**config.mk**
```make
export PLATFORM = sky130hd
export DESIGN_NAME = touch_sample_calibrate
export DESIGN_NICKNAME = d
export VERILOG_FILES = /design/src/design/tsc_pkg.sv /design/src/design/touch_sample_calibrate.sv /design/src/design/tsc_axis.sv
export VERILOG_INCLUDE_DIRS = /design/src /design/src/design
export SDC_FILE = /design/constraint.sdc
export NUM_CORES = 2
export LEC_CHECK = 0
export ABC_AREA = 1
export BUFFER_PORTS_ARGS = -buffer_cell sky130_fd_sc_hd__buf_2
export CORE_MARGIN = 1
export CORE_UTILIZATION = 45
export DETAILED_ROUTE_END_ITERATION = 7
export GPL_TIMING_DRIVEN = 1
export MAX_ROUTING_LAYER = met4
export PLACE_DENSITY = 0.58
export SLEW_MARGIN = 40
export SYNTH_ARGS = -nofsm -noshare
export SYNTH_HDL_FRONTEND = slang
export SYNTH_SLANG_ARGS = --single-unit
```
**constraint.sdc**
```tcl
create_clock -name clk -period 4.9 [get_ports clk]
set_input_delay 0.735 -clock clk [delete_from_list [all_inputs] [get_ports clk]]
set_output_delay 0.735 -clock clk [all_outputs]
set_load 0.02 [all_outputs]
```
**src/design/touch_sample_calibrate_macros.svh**
```systemverilog
// Assertion macros shared by the touch calibration RTL.
// Needs a clk and an active-high rst in the scope of use.
`ifndef TOUCH_SAMPLE_CALIBRATE_MACROS_SVH
`define TOUCH_SAMPLE_CALIBRATE_MACROS_SVH

// Same-cycle implication.
`define TSC_ASSERT_NOW(label, ante, cons, msg) \
  label: assert property (@(posedge clk) disable iff (rst) (ante) |-> (cons)) \
    else $error(msg);

// Next-cycle implication.
`define TSC_ASSERT_NEXT(label, ante, cons, msg) \
  label: assert property (@(posedge clk) disable iff (rst) (ante) |=> (cons)) \
    else $error(msg);

`endif

```
**src/design/tsc_pkg.sv**
```systemverilog
// Shared widths, register indexes, reset values and types for the touch
// calibration block. No dependencies.
`timescale 1ns / 1ps

package tsc_pkg;

  localparam int PRESS_W  = 10;   // pressure and threshold, signed
  localparam int BYTE_W   = 8;
  localparam int WORD_W   = 16;
  localparam int RAW_W    = 11;   // decoded and averaged sample, signed
  localparam int COEF_W   = 32;
  localparam int SUM_W    = 45;   // a*x + b*y + c, magnitude below 2**43
  localparam int CLAMP_W  = 12;   // holds SCREEN_* - 1 up to 4095
  localparam int SX_W     = 9;
  localparam int SY_W     = 8;
  localparam int CFG_IDX_W = 4;
  localparam int SAMPLES  = 4;

  localparam int DEF_SCREEN_WIDTH  = 320;
  localparam int DEF_SCREEN_HEIGHT = 240;

  localparam logic [PRESS_W-1:0] PRESS_OFFSET = 10'd127;
  localparam logic [RAW_W-1:0]   DECODE_TOP   = 11'd1023;

  // Configuration register indexes.
  localparam logic [CFG_IDX_W-1:0] REG_THRESHOLD = 4'd0;
  localparam logic [CFG_IDX_W-1:0] REG_COEF_A    = 4'd1;
  localparam logic [CFG_IDX_W-1:0] REG_COEF_B    = 4'd2;
  localparam logic [CFG_IDX_W-1:0] REG_COEF_C    = 4'd3;
  localparam logic [CFG_IDX_W-1:0] REG_COEF_D    = 4'd4;
  localparam logic [CFG_IDX_W-1:0] REG_COEF_E    = 4'd5;
  localparam logic [CFG_IDX_W-1:0] REG_COEF_F    = 4'd6;
  localparam logic [CFG_IDX_W-1:0] REG_DIVISOR   = 4'd7;

  // Reset values.
  localparam logic signed [PRESS_W-1:0] RST_THRESHOLD = 10'sd10;
  localparam logic signed [COEF_W-1:0]  RST_ONE       = 32'sd1;
  localparam logic signed [COEF_W-1:0]  RST_ZERO      = 32'sd0;

  // Coefficients for one axis: p*x + q*y + r.
  typedef struct packed {
    logic signed [COEF_W-1:0] p;
    logic signed [COEF_W-1:0] q;
    logic signed [COEF_W-1:0] r;
  } axis_coef_t;

endpackage

```
**src/design/touch_sample_calibrate.sv**
```systemverilog
// Touch poll calibration: pressure test, sample averaging, affine transform.
// A touching poll runs the 22-step bit-serial multiply and the 45-step
// restoring divide; a released poll skips them. in_stall holds off a new
// poll until the last result is loaded into the output register.
// Sync reset clears control, config and held state.
`timescale 1ns / 1ps
`include "touch_sample_calibrate_macros.svh"

module touch_sample_calibrate #(
  parameter int SCREEN_WIDTH  = tsc_pkg::DEF_SCREEN_WIDTH,
  parameter int SCREEN_HEIGHT = tsc_pkg::DEF_SCREEN_HEIGHT
) (
  input  logic                                 clk,
  input  logic                                 rst,
  // configuration writes
  input  logic                                 cfg_valid,
  output logic                                 cfg_ready,
  input  logic [tsc_pkg::CFG_IDX_W-1:0]        cfg_index,
  input  logic [tsc_pkg::COEF_W-1:0]           cfg_data,
  // poll input
  input  logic                                 in_valid,
  output logic                                 in_stall,
  input  logic [tsc_pkg::BYTE_W-1:0]           z1_byte,
  input  logic [tsc_pkg::BYTE_W-1:0]           z2_byte,
  input  logic [tsc_pkg::WORD_W-1:0]           x_word_0,
  input  logic [tsc_pkg::WORD_W-1:0]           x_word_1,
  input  logic [tsc_pkg::WORD_W-1:0]           x_word_2,
  input  logic [tsc_pkg::WORD_W-1:0]           x_word_3,
  input  logic [tsc_pkg::WORD_W-1:0]           y_word_0,
  input  logic [tsc_pkg::WORD_W-1:0]           y_word_1,
  input  logic [tsc_pkg::WORD_W-1:0]           y_word_2,
  input  logic [tsc_pkg::WORD_W-1:0]           y_word_3,
  // result output
  output logic                                 out_valid,
  input  logic                                 out_stall,
  output logic signed [tsc_pkg::PRESS_W-1:0]   pressure_value,
  output logic                                 touching,
  output logic                                 press_edge,
  output logic signed [tsc_pkg::RAW_W-1:0]     raw_x_avg,
  output logic signed [tsc_pkg::RAW_W-1:0]     raw_y_avg,
  output logic [tsc_pkg::SX_W-1:0]             screen_x,
  output logic [tsc_pkg::SY_W-1:0]             screen_y
);
  import tsc_pkg::*;

  // Poll sequencer: IDLE takes a beat, CALC waits on the x unit's done (both
  // units run in lockstep), DONE waits for room in the output register.
  typedef enum logic [2:0] {
    T_IDLE = 3'b001,
    T_CALC = 3'b010,
    T_DONE = 3'b100
  } top_state_t;

  localparam int ACC_W = RAW_W + 3;   // sum of four decoded samples

  top_state_t state, state_next;

  // configuration registers
  logic signed [PRESS_W-1:0] thr;
  logic signed [COEF_W-1:0]  coef_a, coef_b, coef_c, coef_d, coef_e, coef_f;
  logic signed [COEF_W-1:0]  coef_divisor;

  // held state
  logic                      touch_down;
  logic signed [RAW_W-1:0]   held_raw_x, held_raw_y;
  logic [SX_W-1:0]           held_screen_x;
  logic [SY_W-1:0]           held_screen_y;

  // result of the poll in flight
  logic signed [PRESS_W-1:0] res_pressure;
  logic                      res_touching;
  logic                      res_edge;
  logic                      calc_start;

  logic                      in_take;
  logic                      out_load;
  logic signed [PRESS_W-1:0] pressure_now;
  logic                      touch_now;
  logic signed [RAW_W-1:0]   avg_x_now, avg_y_now;
  axis_coef_t                cx, cy;
  logic                      ux_done, uy_done;
  logic [CLAMP_W-1:0]        ux_result, uy_result;

  // Bits 15..5 of each word decode as 1023 minus the value; the four are
  // summed and floored by an arithmetic shift of two.
  function automatic logic signed [RAW_W-1:0] decode_avg(
    input logic [WORD_W-1:0] w0, input logic [WORD_W-1:0] w1,
    input logic [WORD_W-1:0] w2, input logic [WORD_W-1:0] w3);
    logic signed [ACC_W-1:0] sum;
    sum = ACC_W'(DECODE_TOP) - ACC_W'(w0[WORD_W-1:WORD_W-RAW_W])
        + ACC_W'(DECODE_TOP) - ACC_W'(w1[WORD_W-1:WORD_W-RAW_W])
        + ACC_W'(DECODE_TOP) - ACC_W'(w2[WORD_W-1:WORD_W-RAW_W])
        + ACC_W'(DECODE_TOP) - ACC_W'(w3[WORD_W-1:WORD_W-RAW_W]);
    return sum[RAW_W+1:2];
  endfunction

  always_comb begin
    pressure_now = PRESS_W'(z1_byte) + PRESS_OFFSET - PRESS_W'(z2_byte);
    touch_now    = pressure_now > thr;
    avg_x_now    = decode_avg(x_word_0, x_word_1, x_word_2, x_word_3);
    avg_y_now    = decode_avg(y_word_0, y_word_1, y_word_2, y_word_3);
  end

  assign in_stall  = (state != T_IDLE);
  assign in_take   = in_valid && !in_stall;
  assign cfg_ready = (state == T_IDLE);
  assign out_load  = (state == T_DONE) && (!out_valid || !out_stall);

  always_comb begin
    state_next = state;
    unique case (state)
      T_IDLE:  if (in_take) state_next = touch_now ? T_CALC : T_DONE;
      T_CALC:  if (ux_done) state_next = T_DONE;
      T_DONE:  if (out_load) state_next = T_IDLE;
      default: state_next = T_IDLE;
    endcase
  end

  // Control, configuration and held state.
  always_ff @(posedge clk) begin
    if (rst) begin
      state         <= T_IDLE;
      calc_start    <= 1'b0;
      out_valid     <= 1'b0;
      thr           <= RST_THRESHOLD;
      coef_a        <= RST_ONE;
      coef_b        <= RST_ZERO;
      coef_c        <= RST_ZERO;
      coef_d        <= RST_ZERO;
      coef_e        <= RST_ONE;
      coef_f        <= RST_ZERO;
      coef_divisor  <= RST_ONE;
      touch_down    <= 1'b0;
      held_raw_x    <= '0;
      held_raw_y    <= '0;
      held_screen_x <= '0;
      held_screen_y <= '0;
    end else begin
      state      <= state_next;
      calc_start <= in_take && touch_now;

      if (out_load) begin
        out_valid <= 1'b1;
      end else if (!out_stall) begin
        out_valid <= 1'b0;
      end

      if (cfg_valid && cfg_ready) begin
        unique case (cfg_index)
          REG_THRESHOLD: thr          <= cfg_data[PRESS_W-1:0];
          REG_COEF_A:    coef_a       <= cfg_data;
          REG_COEF_B:    coef_b       <= cfg_data;
          REG_COEF_C:    coef_c       <= cfg_data;
          REG_COEF_D:    coef_d       <= cfg_data;
          REG_COEF_E:    coef_e       <= cfg_data;
          REG_COEF_F:    coef_f       <= cfg_data;
          REG_DIVISOR:   coef_divisor <= cfg_data;
          default: ;     // unknown index, write dropped
        endcase
      end

      if (in_take) begin
        touch_down <= touch_now;
        if (touch_now) begin
          held_raw_x <= avg_x_now;
          held_raw_y <= avg_y_now;
        end
      end

      // both units run in lockstep, so one done serves both
      if (ux_done) begin
        held_screen_x <= ux_result[SX_W-1:0];
        held_screen_y <= uy_result[SY_W-1:0];
      end
    end
  end

  // Per-poll payload, no reset needed.
  always_ff @(posedge clk) begin
    if (in_take) begin
      res_pressure <= pressure_now;
      res_touching <= touch_now;
      res_edge     <= touch_now && !touch_down;
    end
    if (out_load) begin
      pressure_value <= res_pressure;
      touching       <= res_touching;
      press_edge     <= res_edge;
      raw_x_avg      <= held_raw_x;
      raw_y_avg      <= held_raw_y;
      screen_x       <= held_screen_x;
      screen_y       <= held_screen_y;
    end
  end

  assign cx = '{p: coef_a, q: coef_b, r: coef_c};
  assign cy = '{p: coef_d, q: coef_e, r: coef_f};

  tsc_axis #(.LIMIT(SCREEN_WIDTH)) u_axis_x (
    .clk     (clk),
    .rst     (rst),
    .start   (calc_start),
    .coef    (cx),
    .divisor (coef_divisor),
    .raw_x   (held_raw_x),
    .raw_y   (held_raw_y),
    .done    (ux_done),
    .result  (ux_result)
  );

  tsc_axis #(.LIMIT(SCREEN_HEIGHT)) u_axis_y (
    .clk     (clk),
    .rst     (rst),
    .start   (calc_start),
    .coef    (cy),
    .divisor (coef_divisor),
    .raw_x   (held_raw_x),
    .raw_y   (held_raw_y),
    .done    (uy_done),
    .result  (uy_result)
  );

  `TSC_ASSERT_NOW(a_units_lockstep, ux_done || uy_done, ux_done && uy_done, "axis units out of step")
  `TSC_ASSERT_NEXT(a_beat_blocks, in_take, in_stall, "second beat taken while busy")
  `TSC_ASSERT_NEXT(a_release_holds, in_take && !touch_now,
    $stable(held_screen_x) && $stable(held_screen_y), "screen moved on release")
  `TSC_ASSERT_NOW(a_edge_needs_touch, out_valid && press_edge, touching, "press edge without touch")

endmodule

```
**src/design/tsc_axis.sv**
```systemverilog
// One calibration axis: serial multiply-accumulate, restoring divide, clamp.
// Depends on tsc_pkg and touch_sample_calibrate_macros.svh.
`timescale 1ns / 1ps
`include "touch_sample_calibrate_macros.svh"

module tsc_axis #(
  parameter int LIMIT = tsc_pkg::DEF_SCREEN_WIDTH
) (
  input  logic                              clk,
  input  logic                              rst,
  input  logic                              start,
  input  tsc_pkg::axis_coef_t               coef,
  input  logic signed [tsc_pkg::COEF_W-1:0] divisor,
  input  logic signed [tsc_pkg::RAW_W-1:0]  raw_x,
  input  logic signed [tsc_pkg::RAW_W-1:0]  raw_y,
  output logic                              done,
  output logic [tsc_pkg::CLAMP_W-1:0]       result
);
  import tsc_pkg::*;

  localparam int CNT_W = $clog2(SUM_W);
  localparam logic [CLAMP_W-1:0] MAX_OUT = CLAMP_W'(LIMIT - 1);

  typedef enum logic [5:0] {
    A_IDLE = 6'b000001,
    A_MACX = 6'b000010,
    A_MACY = 6'b000100,
    A_ABS  = 6'b001000,
    A_DIV  = 6'b010000,
    A_FIN  = 6'b100000
  } axis_state_t;

  axis_state_t              state, state_next;
  logic signed [SUM_W-1:0]  acc;
  logic signed [SUM_W-1:0]  mcand;
  logic [RAW_W-1:0]         mplier;
  logic [CNT_W-1:0]         cnt;
  logic [SUM_W-1:0]         quo;       // dividend in, quotient out
  logic [COEF_W-1:0]        rem;
  logic [COEF_W-1:0]        dvs;
  logic                     neg;
  logic                     zero_div;

  logic signed [SUM_W-1:0]  addend;
  logic [COEF_W:0]          trial;
  logic [COEF_W+1:0]        diff;
  logic                     qbit;
  logic                     last_mac;
  logic                     last_div;

  function automatic logic signed [SUM_W-1:0] widen(input logic signed [COEF_W-1:0] v);
    return {{(SUM_W-COEF_W){v[COEF_W-1]}}, v};
  endfunction

  always_comb begin
    addend   = mplier[0] ? mcand : '0;
    trial    = {rem, quo[SUM_W-1]};
    diff     = {1'b0, trial} - {2'b00, dvs};
    qbit     = ~diff[COEF_W+1];
    last_mac = (cnt == CNT_W'(RAW_W - 1));
    last_div = (cnt == CNT_W'(SUM_W - 1));
  end

  always_comb begin
    state_next = state;
    unique case (state)
      A_IDLE:  if (start) state_next = A_MACX;
      A_MACX:  if (last_mac) state_next = A_MACY;
      A_MACY:  if (last_mac) state_next = A_ABS;
      A_ABS:   state_next = A_DIV;
      A_DIV:   if (last_div) state_next = A_FIN;
      A_FIN:   state_next = A_IDLE;
      default: state_next = A_IDLE;
    endcase
  end

  always_ff @(posedge clk) begin
    if (rst) begin
      state <= A_IDLE;
      done  <= 1'b0;
    end else begin
      state <= state_next;
      done  <= (state == A_FIN);
    end
  end

  // Datapath, no reset needed.
  always_ff @(posedge clk) begin
    unique case (state) inside
      A_IDLE: begin
        acc    <= widen(coef.r);
        mcand  <= widen(coef.p);
        mplier <= raw_x;
        cnt    <= '0;
      end
      A_MACX, A_MACY: begin
        // sign bit of the two's complement multiplier weighs negative
        acc <= last_mac ? acc - addend : acc + addend;
        if (last_mac) begin
          mcand  <= widen(coef.q);
          mplier <= raw_y;
          cnt    <= '0;
        end else begin
          mcand  <= mcand <<< 1;
          mplier <= mplier >> 1;
          cnt    <= cnt + 1'b1;
        end
      end
      A_ABS: begin
        quo      <= acc[SUM_W-1] ? SUM_W'(-acc) : SUM_W'(acc);
        dvs      <= divisor[COEF_W-1] ? COEF_W'(-divisor) : COEF_W'(divisor);
        neg      <= acc[SUM_W-1] ^ divisor[COEF_W-1];
        zero_div <= (divisor == '0);
        rem      <= '0;
        cnt      <= '0;
      end
      A_DIV: begin
        rem <= qbit ? diff[COEF_W-1:0] : trial[COEF_W-1:0];
        quo <= {quo[SUM_W-2:0], qbit};
        cnt <= cnt + 1'b1;
      end
      A_FIN: begin
        if (zero_div || (neg && (quo != '0))) begin
          result <= '0;
        end else if (quo > SUM_W'(LIMIT - 1)) begin
          result <= MAX_OUT;
        end else begin
          result <= quo[CLAMP_W-1:0];
        end
      end
      default: begin
        cnt <= '0;
      end
    endcase
  end

  `TSC_ASSERT_NOW(a_start_when_idle, start, state == A_IDLE, "axis started while busy")
  `TSC_ASSERT_NOW(a_result_in_range, done, result <= MAX_OUT, "axis result beyond screen")
  `TSC_ASSERT_NOW(a_zero_div_result, done && zero_div, result == '0, "zero divisor not zero")

endmodule
```
==> run summary <==
Status: finished clean
Hpwl dp: 123.9 mm
Crit path capture type: flip-flop
Relative slew slack: 44.98%
Most frequent cells in the layout: 2060 x nand2_1, 1195 x nor2_1, 880 x inv_1, 516 x edfxtp_1, 463 x o21ai_0
Min-Delay Path Class: in -> reg
First-pass iteration count of the detailed router: 5
Sequential Power Share: 31.2%
Syn Std Cell Area: 52590 um2
Routed Antenna Nets: 0
Post-CTS Setup Inserts: 0
Synth cell types: 49
Pleak: 27.76 nW
Slew of the pin with the lowest slew margin: 820.2 ps
Final count of negative-setup-slack endpoints: 0
Via count: 47.27k
VDD IR-drop max: 0.3985 mV
Num rows: 125
CTS tree: built
Synthesis-to-finish area growth: 10.52%
Dpl cells: 8854
Fraction of layout cells with a size suffix above 1: 6.570%
Root Buffer: clkbuf_16
Clock latency at the later pin of the worst-skew pair: 690 ps
Setup Total Neg Slack: 0 ps
Commonest non-fill, non-tap cell in the layout: nand2_1
Final nets: 7886
Async SR Flop Fraction: 0%
IO Port Bufs: 198
Die W: 343.8 um
Crit path DAT: 4760 ps
RD Place Congestion: 1.009
Num Clock Sinks: 808
Fin. max-slew vios: 0
Final Hold Fails: 0
Via/cell ratio: 5.232
Mapped Cells: 7304
# resized after CTS: 0
Ports: 239
Hold depth: 3
Worst r2r path cells: 21
Total CTS buffers: 92
WS Path Type: reg -> reg
Post-synth EDFFs: 516
Internal power: 17.90 mW
Final wirelength: 164.4 mm
P_sw: 14.50 mW
Crit path max fanout: 30
Initial antenna violation count: 9
First-pass GRT wire length: 252.7 mm
Avg Synthesized Cell Area: 7.200 um2
Hold Buf Count CTS: 0
Number of DRC markers in iteration 0: 4372
Core Region: 116000 um2
CP Launch Type: flip-flop
RSZ-0062 raised after global routing: false
Pwr/cell area: 557.6 nW/um2
Data required time of the worst path: 5330 ps
Worst Skew: 35.01 ps
FMAX: 231.1 MHz
YS warnings: 0
Per-cell routed wire length: 18.20 um
Seq/Total Area, Yosys: 40.58%
# H-tree levels: 3
Die ar.: 118200 um2
Clock transition at path regs: 60 ps
DRC viols: 0
Max Buffers Root-to-Sink: 3
Final period utilization: 88.29%
Sw Share: 44.76%
Vias in the first global route: 43.97k
Initial Util: 45.31%
Power share of the combinational group: 46.9%
Die Span Y: 343.8 um
#FFs+latches synth: 808
Clk pwr share: 21.9%
Total GRT Usage: 28.39%
Largest net degree at the start of global routing: 132
Syn Nets: 7766
Min Tclk post-route: 4326 ps
Max cap viols: 0
Finished Layout Cells: 9033
GR Overflow Total: 0
Ys flop type: edfxtp_1
==> metal layers <==
metal / share of wire [%] / GRT usage (%)
met4: 2.4 / 7.679
met3: 6.9 / 3.951
met5: 0 / -
met2: 43 / 41.56
met1: 48 / 40.83
==> cells by family (layout without fill, tap and decap cells) <==
group	count (synthesis)	in the layout	synth area share [%]
simple gates	3934	3934	30.53
buf+inv	1122	1322	8.323
compound gates	938	938	9.501
flops	808	808	40.58
fa+ha+maj	277	277	7.319
xor+xnor	225	225	3.747
other cells	0	5	0
==> metrics by stage <==
step | area, um2 | power [mW] | util, % | hold slack (ps) | setup WS (ps)
6_report | 58120 | 32.40 | 50.08 | 342.0 | 573.6
5_1_grt | 58120 | 34.76 | 50.08 | 323.5 | 210.7
4_1_cts | 58100 | 32.34 | 50.07 | 294.4 | 641.1
3_5_place_dp | 55010 | 25.19 | 47.40 | 404.5 | 601.6
3_3_place_gp | 54940 | 25.10 | 47.34 | 400.8 | 629.4
2_1_floorplan | 52590 | 20.67 | - | 400.3 | 1153
==> registers in the layout (all words and copies together), names as in the netlist, 32 cells and up <==
name	flops
coef_a	32
coef_b	32
coef_c	32
coef_d	32
coef_divisor	32
coef_e	32
coef_f	32
u_axis_x.acc	45
u_axis_x.dvs	32
u_axis_x.mcand	45
u_axis_x.quo	45
u_axis_x.rem	32
u_axis_y.acc	45
u_axis_y.dvs	32
u_axis_y.mcand	45
u_axis_y.quo	45
u_axis_y.rem	32
==> power by group through the flow <==
stage	Clock [mW]	Sequential [mW]	Combinational (mW)
2_1_floorplan	0	9.68	11.0
3_3_place_gp	0	10.2	14.9
3_5_place_dp	0	10.2	15.0
4_1_cts	7.21	10.1	15.1
5_1_grt	7.47	10.2	17.1
6_report	7.08	10.1	15.2
==> final timing paths <==
path                 startpoint                 to  slack, ps
max          u_axis_x.mplier[0]   u_axis_x.acc[44]        570
min                   out_stall          out_valid        340
max reg2reg  u_axis_x.mplier[0]   u_axis_x.acc[44]        570
min reg2reg     res_pressure[6]  pressure_value[6]        410
==> critical path, stage by stage, from the launching register on <==
cell and delay [ps]:
edfxtp_1 640, buf_4 350, nand2_1 160, nand2_1 110, nor2_1 180, nand2_1 80
nor2_1 80, nand2_1 110, o21ai_0 350, nand2_1 160, xnor2_1 260, inv_1 80
ha_1 350, nand2_1 110, nor2_1 150, inv_1 90, nor3_1 240, nand3_1 110
nand3_1 220, nand2_1 80, nand3_1 80, nand2_1 70
==> synthesized netlist by cell type (12+ instances only) <==
master	n	area share, %
nor4_1	22	0.26
fa_1	51	1.9
buf_6	12	0.26
clkbuf_1	120	0.86
nor3_1	59	0.56
o21bai_1	30	0.43
dfxtp_1	292	11
buf_1	36	0.26
a31oi_1	79	0.94
ha_1	226	5.4
buf_2	51	0.49
or2_2	35	0.42
edfxtp_1	516	29
a21oi_1	292	2.8
xor2_1	120	2.0
xnor2_1	105	1.7
inv_1	886	6.3
o21ai_0	463	4.4
nor2_2	16	0.19
nand4_1	88	1.0
o21ai_1	28	0.27
nand3_1	379	3.6
nand3b_1	36	0.51
nand2_1	2066	15
nor2_1	1196	8.5
==> area by class of cell <==
class | instances | area (um2)
timing repair buffer | 248 | 1415
antenna | 5 | 12.51
multi-input combinational | 5374 | 26970
inverter | 900 | 3388
fill | 11700 | 57930
tap | 1524 | 1907
sequential | 808 | 21340
clock buffer | 139 | 2671
clock inverter | 35 | 417.9
Power figures use the tool's default switching activity.
